File: src/hw/rtl/lurs_pkg.sv
`timescale 1ns / 1ps
`default_nettype none
// ----------------------------------------------------------------------------
// lurs_pkg
// shared types and constants of the lehmer uniform random source
// ----------------------------------------------------------------------------
package lurs_pkg;

    localparam logic [30:0] LCG_MOD     = 31'h7FFF_FFFF;
    localparam logic [14:0] LCG_MULT    = 15'd16807;
    localparam logic [30:0] STATE_RESET = 31'd65521;
    localparam logic [30:0] SEED_MIN    = 31'd1;
    localparam logic [30:0] SEED_MAX    = 31'h7FFF_FFFE;

    // multiples of the frac divisor 2^31-2, used to correct 2*(x-1)
    localparam logic [32:0] FRAC_D1 = 33'h0_7FFF_FFFE;
    localparam logic [32:0] FRAC_D2 = 33'h0_FFFF_FFFC;
    localparam logic [32:0] FRAC_D3 = 33'h1_7FFF_FFFA;

    localparam logic OP_DRAW = 1'b0;
    localparam logic OP_LOAD = 1'b1;

    localparam logic REG_END_A = 1'b0;
    localparam logic REG_END_B = 1'b1;

    localparam int QDEPTH  = 2;
    localparam int QPTR_W  = (QDEPTH > 1) ? $clog2(QDEPTH) : 1;
    localparam int QCNT_W  = $clog2(QDEPTH + 1);

    typedef struct packed {
        logic        load;
        logic [30:0] seed;
    } t_cmd;

    typedef struct packed {
        logic signed [31:0] end_a;
        logic signed [31:0] end_b;
    } t_cfg;

endpackage : lurs_pkg
`default_nettype wire

File: src/hw/rtl/lurs_regs.sv
`timescale 1ns / 1ps
`default_nettype none
// ----------------------------------------------------------------------------
// lurs_regs
// apb register file holding the two ends of the output interval
// ----------------------------------------------------------------------------
module lurs_regs #(
    parameter int FRAC_BITS = 16
) (
    input  wire logic          i_clk,
    input  wire logic          i_rst_n,
    input  wire logic          psel,
    input  wire logic          penable,
    input  wire logic          pwrite,
    input  wire logic [2:0]    paddr,
    input  wire logic [31:0]   pwdata,
    output logic [31:0]        prdata,
    output logic               pready,
    output lurs_pkg::t_cfg     o_cfg
);
    import lurs_pkg::*;

    localparam logic [31:0] END_B_RESET = 32'(1) << FRAC_BITS;

    logic [31:0] r_end_a;
    logic [31:0] r_end_b;
    logic        wr_en;

    assign wr_en  = psel & penable & pwrite & pready;
    assign pready = 1'b1;

    always_ff @(posedge i_clk) begin
        if (!i_rst_n) begin
            r_end_a <= 32'd0;
            r_end_b <= END_B_RESET;
        end else if (wr_en) begin
            unique case (paddr[2])
                REG_END_A: r_end_a <= pwdata;
                REG_END_B: r_end_b <= pwdata;
                default:   r_end_a <= r_end_a;
            endcase
        end
    end

    always_comb begin
        unique case (paddr[2])
            REG_END_A: prdata = r_end_a;
            REG_END_B: prdata = r_end_b;
            default:   prdata = 32'd0;
        endcase
    end

    assign o_cfg.end_a = r_end_a;
    assign o_cfg.end_b = r_end_b;

endmodule : lurs_regs
`default_nettype wire

File: src/hw/rtl/lurs_front.sv
`timescale 1ns / 1ps
`default_nettype none
// ----------------------------------------------------------------------------
// lurs_front
// accepts input words, decodes the opcode and clamps load seeds
// ----------------------------------------------------------------------------
module lurs_front (
    input  wire logic          s_tvalid,
    output logic               s_tready,
    input  wire logic [31:0]   s_tdata,   // seed_in
    input  wire logic          s_tuser,   // opcode
    input  wire logic          i_q_full,
    output logic               o_push,
    output lurs_pkg::t_cmd     o_cmd
);
    import lurs_pkg::*;

    logic [30:0] seed_clamped;

    always_comb begin
        priority if (s_tdata[31] || (s_tdata == 32'd0)) begin
            seed_clamped = SEED_MIN;
        end else if (s_tdata[30:0] == LCG_MOD) begin
            seed_clamped = SEED_MAX;
        end else begin
            seed_clamped = s_tdata[30:0];
        end
    end

    assign s_tready   = ~i_q_full;
    assign o_push     = s_tvalid & ~i_q_full;
    assign o_cmd.load = (s_tuser == OP_LOAD);
    assign o_cmd.seed = seed_clamped;

endmodule : lurs_front
`default_nettype wire

File: src/hw/rtl/lurs_queue.sv
`timescale 1ns / 1ps
`default_nettype none
// ----------------------------------------------------------------------------
// lurs_queue
// short command queue between front and back
// ----------------------------------------------------------------------------
module lurs_queue (
    input  wire logic          i_clk,
    input  wire logic          i_rst_n,
    input  wire logic          i_push,
    input  lurs_pkg::t_cmd     i_cmd,
    input  wire logic          i_pop,
    output logic               o_full,
    output logic               o_valid,
    output lurs_pkg::t_cmd     o_cmd
);
    import lurs_pkg::*;

    t_cmd              r_mem [QDEPTH];
    logic [QPTR_W-1:0] r_wr_ptr;
    logic [QPTR_W-1:0] r_rd_ptr;
    logic [QCNT_W-1:0] r_count;

    logic do_push;
    logic do_pop;

    assign o_full  = (r_count == QCNT_W'(QDEPTH));
    assign o_valid = (r_count != '0);
    assign do_push = i_push & ~o_full;
    assign do_pop  = i_pop & o_valid;
    assign o_cmd   = r_mem[r_rd_ptr];

    always_ff @(posedge i_clk) begin
        if (do_push) begin
            r_mem[r_wr_ptr] <= i_cmd;
        end
    end

    always_ff @(posedge i_clk) begin
        if (!i_rst_n) begin
            r_wr_ptr <= '0;
            r_rd_ptr <= '0;
            r_count  <= '0;
        end else begin
            if (do_push) begin
                r_wr_ptr <= (r_wr_ptr == QPTR_W'(QDEPTH - 1)) ? '0 : r_wr_ptr + 1'b1;
            end
            if (do_pop) begin
                r_rd_ptr <= (r_rd_ptr == QPTR_W'(QDEPTH - 1)) ? '0 : r_rd_ptr + 1'b1;
            end
            unique case ({do_push, do_pop})
                2'b10:   r_count <= r_count + 1'b1;
                2'b01:   r_count <= r_count - 1'b1;
                default: r_count <= r_count;
            endcase
        end
    end

endmodule : lurs_queue
`default_nettype wire

File: src/hw/rtl/lurs_back.sv
`timescale 1ns / 1ps
`default_nettype none
// ----------------------------------------------------------------------------
// lurs_back
// generator state, multiply and fold, uniform scaling and output register
// ----------------------------------------------------------------------------
module lurs_back (
    input  wire logic          i_clk,
    input  wire logic          i_rst_n,
    input  wire logic          i_q_valid,
    input  lurs_pkg::t_cmd     i_cmd,
    output logic               o_pop,
    input  lurs_pkg::t_cfg     i_cfg,
    output logic               m_tvalid,
    input  wire logic          m_tready,
    output logic [63:0]        m_tdata    // raw_value, uniform_value, zero pad
);
    import lurs_pkg::*;

    typedef enum logic [2:0] {
        ST_IDLE,
        ST_FOLD,
        ST_FRAC,
        ST_SCALE,
        ST_OUT
    } t_state;

    t_state      r_state;
    logic [30:0] r_x;
    logic [45:0] r_prod;
    logic [31:0] r_frac;
    logic [31:0] r_lo;
    logic [31:0] r_diff;
    logic [31:0] r_offs;
    logic        r_m_valid;
    logic [30:0] r_m_raw;
    logic [31:0] r_m_uni;

    logic [31:0] fold_sum;
    logic [30:0] n_x;
    logic [30:0] y;
    logic [32:0] y4;
    logic [1:0]  frac_q;
    logic [31:0] n_frac;
    logic [32:0] ends_diff;
    logic        a_lt_b;
    logic [63:0] scale_prod;
    logic        out_free;
    logic        out_load;

    // mersenne fold of the product
    always_comb begin
        fold_sum = 32'(r_prod[45:31]) + 32'(r_prod[30:0]);
        if (fold_sum >= 32'(LCG_MOD)) begin
            n_x = 31'(fold_sum - 32'(LCG_MOD));
        end else begin
            n_x = fold_sum[30:0];
        end
    end

    // frac = 2*(x-1) + floor(4*(x-1) / (2^31-2))
    always_comb begin
        y      = r_x - 31'd1;
        y4     = {y, 2'b00};
        frac_q = 2'(y4 >= FRAC_D1) + 2'(y4 >= FRAC_D2) + 2'(y4 >= FRAC_D3);
        n_frac = {y, 1'b0} + 32'(frac_q);
    end

    always_comb begin
        a_lt_b    = (i_cfg.end_a < i_cfg.end_b);
        ends_diff = a_lt_b ? (33'(i_cfg.end_b) - 33'(i_cfg.end_a))
                           : (33'(i_cfg.end_a) - 33'(i_cfg.end_b));
    end

    assign scale_prod = 64'(r_diff) * 64'(r_frac);
    assign out_free   = ~r_m_valid | m_tready;
    assign out_load   = (r_state == ST_OUT) & out_free;
    assign o_pop      = (r_state == ST_IDLE) & i_q_valid;

    always_ff @(posedge i_clk) begin
        if (!i_rst_n) begin
            r_state   <= ST_IDLE;
            r_x       <= STATE_RESET;
            r_m_valid <= 1'b0;
        end else begin
            if (out_load) begin
                r_m_valid <= 1'b1;
            end else if (m_tready) begin
                r_m_valid <= 1'b0;
            end
            unique case (r_state)
                ST_IDLE: begin
                    if (i_q_valid) begin
                        if (i_cmd.load) begin
                            r_x <= i_cmd.seed;
                        end else begin
                            r_prod  <= 46'(r_x) * 46'(LCG_MULT);
                            r_state <= ST_FOLD;
                        end
                    end
                end
                ST_FOLD: begin
                    r_x     <= n_x;
                    r_state <= ST_FRAC;
                end
                ST_FRAC: begin
                    r_frac  <= n_frac;
                    r_lo    <= a_lt_b ? i_cfg.end_a : i_cfg.end_b;
                    r_diff  <= ends_diff[31:0];
                    r_state <= ST_SCALE;
                end
                ST_SCALE: begin
                    r_offs  <= scale_prod[63:32];
                    r_state <= ST_OUT;
                end
                ST_OUT: begin
                    if (out_free) begin
                        r_m_raw   <= r_x;
                        r_m_uni   <= r_lo + r_offs;
                        r_state   <= ST_IDLE;
                    end
                end
                default: r_state <= ST_IDLE;
            endcase
        end
    end

    assign m_tvalid = r_m_valid;
    assign m_tdata  = {1'b0, r_m_uni, r_m_raw};

endmodule : lurs_back
`default_nettype wire

File: src/hw/rtl/lehmer_uniform_random_source_unit.sv
`timescale 1ns / 1ps
`default_nettype none
// ----------------------------------------------------------------------------
// lehmer_uniform_random_source_unit
// minimal standard lcg (16807 mod 2^31-1) with a scaled uniform output
// ----------------------------------------------------------------------------
// input stream: s_tuser is the opcode (0 draw, 1 load seed), s_tdata the seed.
// a load word sets the generator state (clamped to 1 .. 2^31-2) and gives
// no output word. a draw word advances the state and gives one output word:
// m_tdata[30:0] the new state, m_tdata[62:31] the uniform sample in
// [min(end_a,end_b), max(end_a,end_b)) as signed fixed point.
// apb port: end_a at address 0, end_b at address 4, write only while idle.
// input words enter a two-entry queue, so s_tready drops only when it is full.
// a draw passes through the five steps of the back sequencer (multiply,
// fold, frac, scale multiply, output) before m_tvalid rises; a load only
// sets the state. the sequencer takes no new word until a draw is done.
// the output register holds a finished word while m_tready is low; the
// sequencer then waits in its output step and the queue fills up.
// reset clears the queue, the output valid and sets the state to 65521,
// end_a to 0 and end_b to 1.0.
// ----------------------------------------------------------------------------
module lehmer_uniform_random_source_unit #(
    parameter int FRAC_BITS = 16
) (
    input  wire logic          i_clk,
    input  wire logic          i_rst_n,
    input  wire logic          s_tvalid,
    output logic               s_tready,
    input  wire logic [31:0]   s_tdata,   // seed_in
    input  wire logic          s_tuser,   // opcode
    output logic               m_tvalid,
    input  wire logic          m_tready,
    output logic [63:0]        m_tdata,   // raw_value, uniform_value, zero pad
    input  wire logic          psel,
    input  wire logic          penable,
    input  wire logic          pwrite,
    input  wire logic [2:0]    paddr,
    input  wire logic [31:0]   pwdata,
    output logic [31:0]        prdata,
    output logic               pready
);
    import lurs_pkg::*;

    t_cfg cfg;
    t_cmd front_cmd;
    t_cmd q_cmd;
    logic push;
    logic q_full;
    logic q_valid;
    logic pop;

    lurs_regs #(
        .FRAC_BITS (FRAC_BITS)
    ) u_regs (
        .i_clk   (i_clk),
        .i_rst_n (i_rst_n),
        .psel    (psel),
        .penable (penable),
        .pwrite  (pwrite),
        .paddr   (paddr),
        .pwdata  (pwdata),
        .prdata  (prdata),
        .pready  (pready),
        .o_cfg   (cfg)
    );

    lurs_front u_front (
        .s_tvalid (s_tvalid),
        .s_tready (s_tready),
        .s_tdata  (s_tdata),
        .s_tuser  (s_tuser),
        .i_q_full (q_full),
        .o_push   (push),
        .o_cmd    (front_cmd)
    );

    lurs_queue u_queue (
        .i_clk   (i_clk),
        .i_rst_n (i_rst_n),
        .i_push  (push),
        .i_cmd   (front_cmd),
        .i_pop   (pop),
        .o_full  (q_full),
        .o_valid (q_valid),
        .o_cmd   (q_cmd)
    );

    lurs_back u_back (
        .i_clk     (i_clk),
        .i_rst_n   (i_rst_n),
        .i_q_valid (q_valid),
        .i_cmd     (q_cmd),
        .o_pop     (pop),
        .i_cfg     (cfg),
        .m_tvalid  (m_tvalid),
        .m_tready  (m_tready),
        .m_tdata   (m_tdata)
    );

endmodule : lehmer_uniform_random_source_unit
`default_nettype wire
File: config.mk
export PLATFORM = sky130hd
export DESIGN_NAME = lehmer_uniform_random_source_unit
export DESIGN_NICKNAME = d
export VERILOG_FILES = /design/src/hw/rtl/lurs_pkg.sv /design/src/hw/rtl/lurs_regs.sv /design/src/hw/rtl/lurs_front.sv /design/src/hw/rtl/lurs_queue.sv /design/src/hw/rtl/lurs_back.sv /design/src/hw/rtl/lehmer_uniform_random_source_unit.sv
export SDC_FILE = /design/constraint.sdc
export NUM_CORES = 2
export LEC_CHECK = 0
export ABC_AREA = 1
export ABC_CLOCK_PERIOD_IN_PS = 19250
export BUFFER_PORTS_ARGS = -buffer_cell sky130_fd_sc_hd__buf_2
export CAP_MARGIN = 25
export CORE_MARGIN = 3
export CORE_UTILIZATION = 36
export DETAILED_ROUTE_END_ITERATION = 10
export GPL_TIMING_DRIVEN = 0
export PLACE_DENSITY_LB_ADDON = 0.2
export SYNTH_ARGS = -nofsm -noshare
export SYNTH_HDL_FRONTEND = slang
export SYNTH_HIERARCHICAL = 1
export SYNTH_SLANG_ARGS = --single-unit
File: constraint.sdc
create_clock -name i_clk -period 19.25 [get_ports i_clk]
set_input_delay 2.8875 -clock i_clk [delete_from_list [all_inputs] [get_ports i_clk]]
set_output_delay 2.8875 -clock i_clk [all_outputs]
set_load 0.1 [all_outputs]
## Word-level counts from Yosys, hierarchy flattened

Memory sizes are Yosys's and may differ from the RTL's. A register that Yosys moved wholly into a read port is not among the register bits.
Index checks and enable logic that the tools add are counted.

| storage, ports and cells | value |
|---|---|
| bits of input ports | 75 |
| output and inout bits | 99 |
| register bits | 340 |
| memories kept | 1 |
| RAM bits | 64 |

| operators by class | value |
|---|---|
| reduce and logical (&&, ||, !) cells | 15 |
| multiplexer cells | 22 |
| $mul | 2 |
| bitwise operators | 12 |
| order comparisons | 5 |
| eq/ne operators | 12 |
| add/sub/neg operators | 13 |

Memories:

| memory | words | width | read ports | clocked after memory_dff | write ports | line | RTL |
|---|---|---|---|---|---|---|---|
| u_queue.r_mem | 2 | 32 | 1 | 1 | 1 | lurs_queue.sv:19 | `t_cmd r_mem [QDEPTH];` |

Operator list:

| operator | number |
|---|---|
| 31-bit 2-to-1 mux | 5 |
| 32-bit by 32-bit multiplier with 64-bit output | 1 |
| 32-bit 2-to-1 mux | 2 |
| 32-bit case mux with 2 select lines | 1 |
| 32-bit subtractor | 2 |
| 31-bit case mux with 2 select lines | 1 |
| 31-bit by 15-bit multiplier with 46-bit output, second input constant | 1 |
| 33-bit by 31-bit >= comparator with 1-bit output, second input constant | 1 |
| 33-bit by 32-bit >= comparator with 1-bit output, second input constant | 1 |
| 33-bit >= comparator, second input constant | 1 |
| 15-bit by 31-bit adder with 32-bit output | 1 |
| 32-bit by 2-bit adder with 32-bit output | 1 |
| 32-bit adder | 1 |
| 32-bit by 31-bit >= comparator with 1-bit output, second input constant | 1 |
| 32-bit logical NOT | 1 |
| 32-bit < comparator | 1 |
| 31-bit == test, second input constant | 1 |
| 31-bit by 1-bit subtractor with 31-bit output, second input constant | 1 |
| 31-bit subtractor, second input constant | 1 |
| 3-bit case mux with 5 select lines | 1 |
| 3-bit 2-to-1 mux | 3 |
| 3-bit AND reduction | 3 |
| 1-bit 2-to-1 mux | 8 |
| 2-bit AND reduction | 4 |
| 20 further kinds | 37 |

## Depth between registers and ports, before layout

| logic depth | value |
|---|---|
| depth in word-level cells | 6 |
| depth in mapped cells | 33 |
| gate-level depth less buffers | 32 |

## By module

The synthesis kept the hierarchy.

By module, submodules not included:

| module | times used | area each (µm²) | cells each |
|---|---|---|---|
| lurs_back | 1 | 60359.1 | 7594 |
| lurs_regs | 1 | 3113.0 | 489 |
| lurs_queue | 1 | 2711.4 | 138 |
| lurs_front | 1 | 558.0 | 134 |

## Worst setup path after synthesis

Ideal clock, no wire load.

| path | value |
|---|---|
| path kind | input to register |
| start point | input i_rst_n |
| end point | register u_back.r_prod[0], enable pin |
| stages on the path | 2 |
| path buffers | 0 |
| slack | 11.206 ns |
| arrival time | 7.481 ns |
| library setup time | 0.563 ns |
| path through | clkinv_1 -> nor4_1 |

| on the way | value |
|---|---|
| longest elaborated chain between the ends | 1 |

RTL lines:

| element | line | RTL |
|---|---|---|
| start, declared | lehmer_uniform_random_source_unit.sv:26 | `input wire logic i_rst_n,` |
| 4-bit AND reduction (no source line) | n/a |  |
| end signal, assigned | lurs_back.sv:97 | `r_prod <= 46'(r_x) * 46'(LCG_MULT);` |
| end, declared | lurs_back.sv:30 | `logic [45:0] r_prod;` |

Every way passes these cells.
A chain may end at the register's enable or synchronous reset.

## Worst setup path in the final report

| path | value |
|---|---|
| start point | register u_back.r_diff[4] |
| end point | register u_back.r_offs[27] (data pin) |

| on the way | value |
|---|---|
| longest elaborated chain between the ends | 1 |

RTL lines:

| element | line | RTL |
|---|---|---|
| start, declared | lurs_back.sv:33 | `logic [31:0] r_diff;` |
| start signal, assigned | lurs_back.sv:109 | `r_diff <= ends_diff[31:0];` |
| 32-bit by 32-bit multiplier with 64-bit output | lurs_back.sv:75 | `assign scale_prod = 64'(r_diff) * 64'(r_frac);` |
| via u_back.scale_prod[59] | lurs_back.sv:47 | `logic [63:0] scale_prod;` |
| end signal, assigned | lurs_back.sv:113 | `r_offs <= scale_prod[63:32];` |
| end, declared | lurs_back.sv:34 | `logic [31:0] r_offs;` |

The timed path passes the listed nets, and every way through them passes these cells.

==> metrics <==
Setup crit end=u_back/r_offs[27]; RSZ-0062 raised after global routing=no; WS Path Type=reg -> reg; Crit Reg-Reg Endpoint=u_back/r_offs[27]; post-route ant nets=0; fin crit share=0.4813; R2R Setup Slk=9990 ps; top-count cell post-synth=inv_1; CTS tree=built; synth unique cells=76; top post-synthesis cells by count=inv_1 (2181), nand2_1 (1970), fa_1 (1033); Rows=157; Layout Nets=roughly 10000; Setup Viol. Count Final=0; CTS Hold Bufs=0; area of the multi-input gates=46190 µm²; cells on worst reg2reg path=23; share of the synthesized area in the top cell type=0.3098; Post-CTS Resized=0; Avg WL per Cell=22.35 µm; drt total wl=roughly 250000 µm; Primary FF master, synth=edfxtp_1; Synth Register Bits=approximately 410; HP Class=reg -> reg; post-CTS setup buffer count=0; Max Clock Freq=between 0.1 and 0.15 GHz; Crit Path Max Fanout=10; vias in the first global route=56390; worst slew pin tran=~1200 ps; number of flops mapped to enable cells by yosys=roughly 300; Arrival @ worst endpoint=9620 ps; Starting Density=0.3634; gr ovfl total=0; # IOs=174; worst-skew pair later-pin latency=700 ps; largest net degree at the start of global routing=33; Syn Inst Count=8355; Max-slew headroom=0.2004; RD Place Congestion=1.018; Initial DRT Pass Iterations=6; mean post-synth cell area=7.988 µm²; area leader, netlist=fa_1; Post-Syn Area=66740 µm²; first-pass GRT wire length=368900 µm; CTS Sinks=405; register area=around 11000 µm²; initial antenna violation count=6; sequential element share of the synthesized area=0.1666; hpwl dp=212500 µm; Required @ worst endpoint=roughly 20000 ps; Worst-path clk slew=~60 ps; maxcap violations=0; die span in x=approximately 440 µm; Setup TNS Final=0 ps; minimum clock period=9264 ps; total track usage=0.2603; via count=55530; H-tree depth=2; yosys warns=6; Avg Vias per Cell=4.998; Worst Setup SP=u_back/r_diff[4]; Fillers=19040; # port buffers=around 170; clk buf depth=3; CTS Buf Count=46; initial DRC count=5043; top cells by area, synth=fa_1 (31%), edfxtp_1 (14%), inv_1 (12%); Post-synth ARST share=0; die extent in y=~440 µm; CP Launch Type=register; fin. max-slew vios=0; final hold violations=0; Clock Skews=roughly 100 ps; drc violations=0; die area=around 190000 µm²; status=finished, final reports clean; R2R Path Start=u_back/r_diff[4]; Worst Setup End Kind=register; share of cells above drive strength 1=0.05173; area grow syn2layout=9.111%; clk root buf=clkbuf_16; core area=183700 µm²; syn nets=approximately 10000
## how the worst min path moves through the flow
stage,startpoint,to,slack [ps],cells after the start
after floorplan,u_queue/r_rd_ptr,register,450,2
after global routing,u_queue/r_rd_ptr,register,540,2
final,u_queue/r_rd_ptr,u_queue/r_rd_ptr,510,2
after global placement,u_queue/r_rd_ptr,u_queue/r_rd_ptr,470,2
after detailed placement,u_queue/r_rd_ptr,register,490,2
after CTS,u_queue/r_rd_ptr,u_queue/r_rd_ptr,500,2
## worst max-delay path, stage by stage (launching register included)
cell,delay [ps]
edfxtp_1,800
clkbuf_1,890
nand2_1,160
fa_1,540
inv_1,70
fa_1,560
fa_1,440
fa_1,710
fa_1,550
fa_1,430
fa_1,570
inv_1,70
fa_1,490
inv_1,50
ha_1,370
nand2_1,120
nor2_1,170
inv_1,90
nor4_1,780
nand4_1,220
nand2_1,340
nand2_1,90
nand3_1,90
xor2_1,370
## registers in the layout, summed over array words and instances (netlist names), 2 cells and up, named ones only
register / count
u_back/r_diff: 32
u_back/r_frac: 32
u_back/r_lo: 32
u_back/r_m_raw: 31
u_back/r_m_uni: 32
u_back/r_offs: 32
u_back/r_prod: 46
u_back/r_state: 3
u_back/r_x: 31
u_queue/r_count: 2
u_queue/r_mem: 64
u_regs/r_end_a: 32
u_regs/r_end_b: 32
## placed cells by master, fill, tap and decap left out, drive strengths merged, types with 21 or more instances in the layout
master and n:
nand4 41, nor2 574, edfxtp 301, nand3 222
o21ai 199, fa 1033, ha 594, inv 2197
xor2 150, nor3 73, mux2 32, dfxtp 104
clkinv 21, a21oi 301, clkbuf 263, xnor2 53
a31oi 56, nand2 1988, buf 260
## area by class of cell
| type | instances | share of cell area |
|---|---|---|
| multi-input combinational | 5485 | 0.6343 |
| clock buffer | 51 | 0.01606 |
| timing repair buffer | 203 | 0.01914 |
| buffer | 269 | 0.01682 |
| antenna | 4 | 0.0001375 |
| sequential | 405 | 0.1527 |
| clock inverter | 32 | 0.005326 |
| inverter | 2196 | 0.1132 |
| tap | 2464 | 0.04234 |
## metal layers
metal | GRT usage | vias up | share of wire
li1 | - | 25370 | -
met1 | 0.3673 | 27510 | 0.44
met2 | 0.3935 | 2237 | 0.43
met3 | 0.04372 | 411 | 0.083
met4 | 0.1110 | 2 | 0.052
met5 | 0 | - | 0.000052
## metrics by stage
| stage | hold slack, ps | instance area (µm²) | util | instances | setup slack [ps] |
|---|---|---|---|---|---|
| floorplan | 451.3 | 66740 | - | 8355 | 11210 |
| global placement | 467.3 | 70670 | 0.3847 | 10990 | 8283 |
| detailed placement | 487.4 | 71220 | 0.3878 | 11020 | 10260 |
| CTS | 500.8 | 72780 | 0.3963 | 11100 | 10150 |
| global route | 541.2 | 72820 | 0.3965 | 11110 | 9957 |
| finish | 507.4 | 72820 | 0.3965 | 11110 | 9986 |
## logic make-up (layout without fill, tap and decap cells)
group / Yosys count / in the layout / share of synthesized area
AOI/OAI and AO/OA: 673 / 673 / 0.05682
xor gates and xnor gates: 203 / 203 / 0.02675
adders and majority gates: 1627 / 1627 / 0.4212
buffers and inverters: 2465 / 2751 / 0.1419
DFF: 405 / 405 / 0.1666
muxes: 35 / 35 / 0.007536
other: 2 / 6 / 0.0001125
and+or+nand+nor: 2945 / 2945 / 0.1791
Power is not shown: default switching activity piles up to over one toggle a cycle in this logic, so the estimate is an artifact.
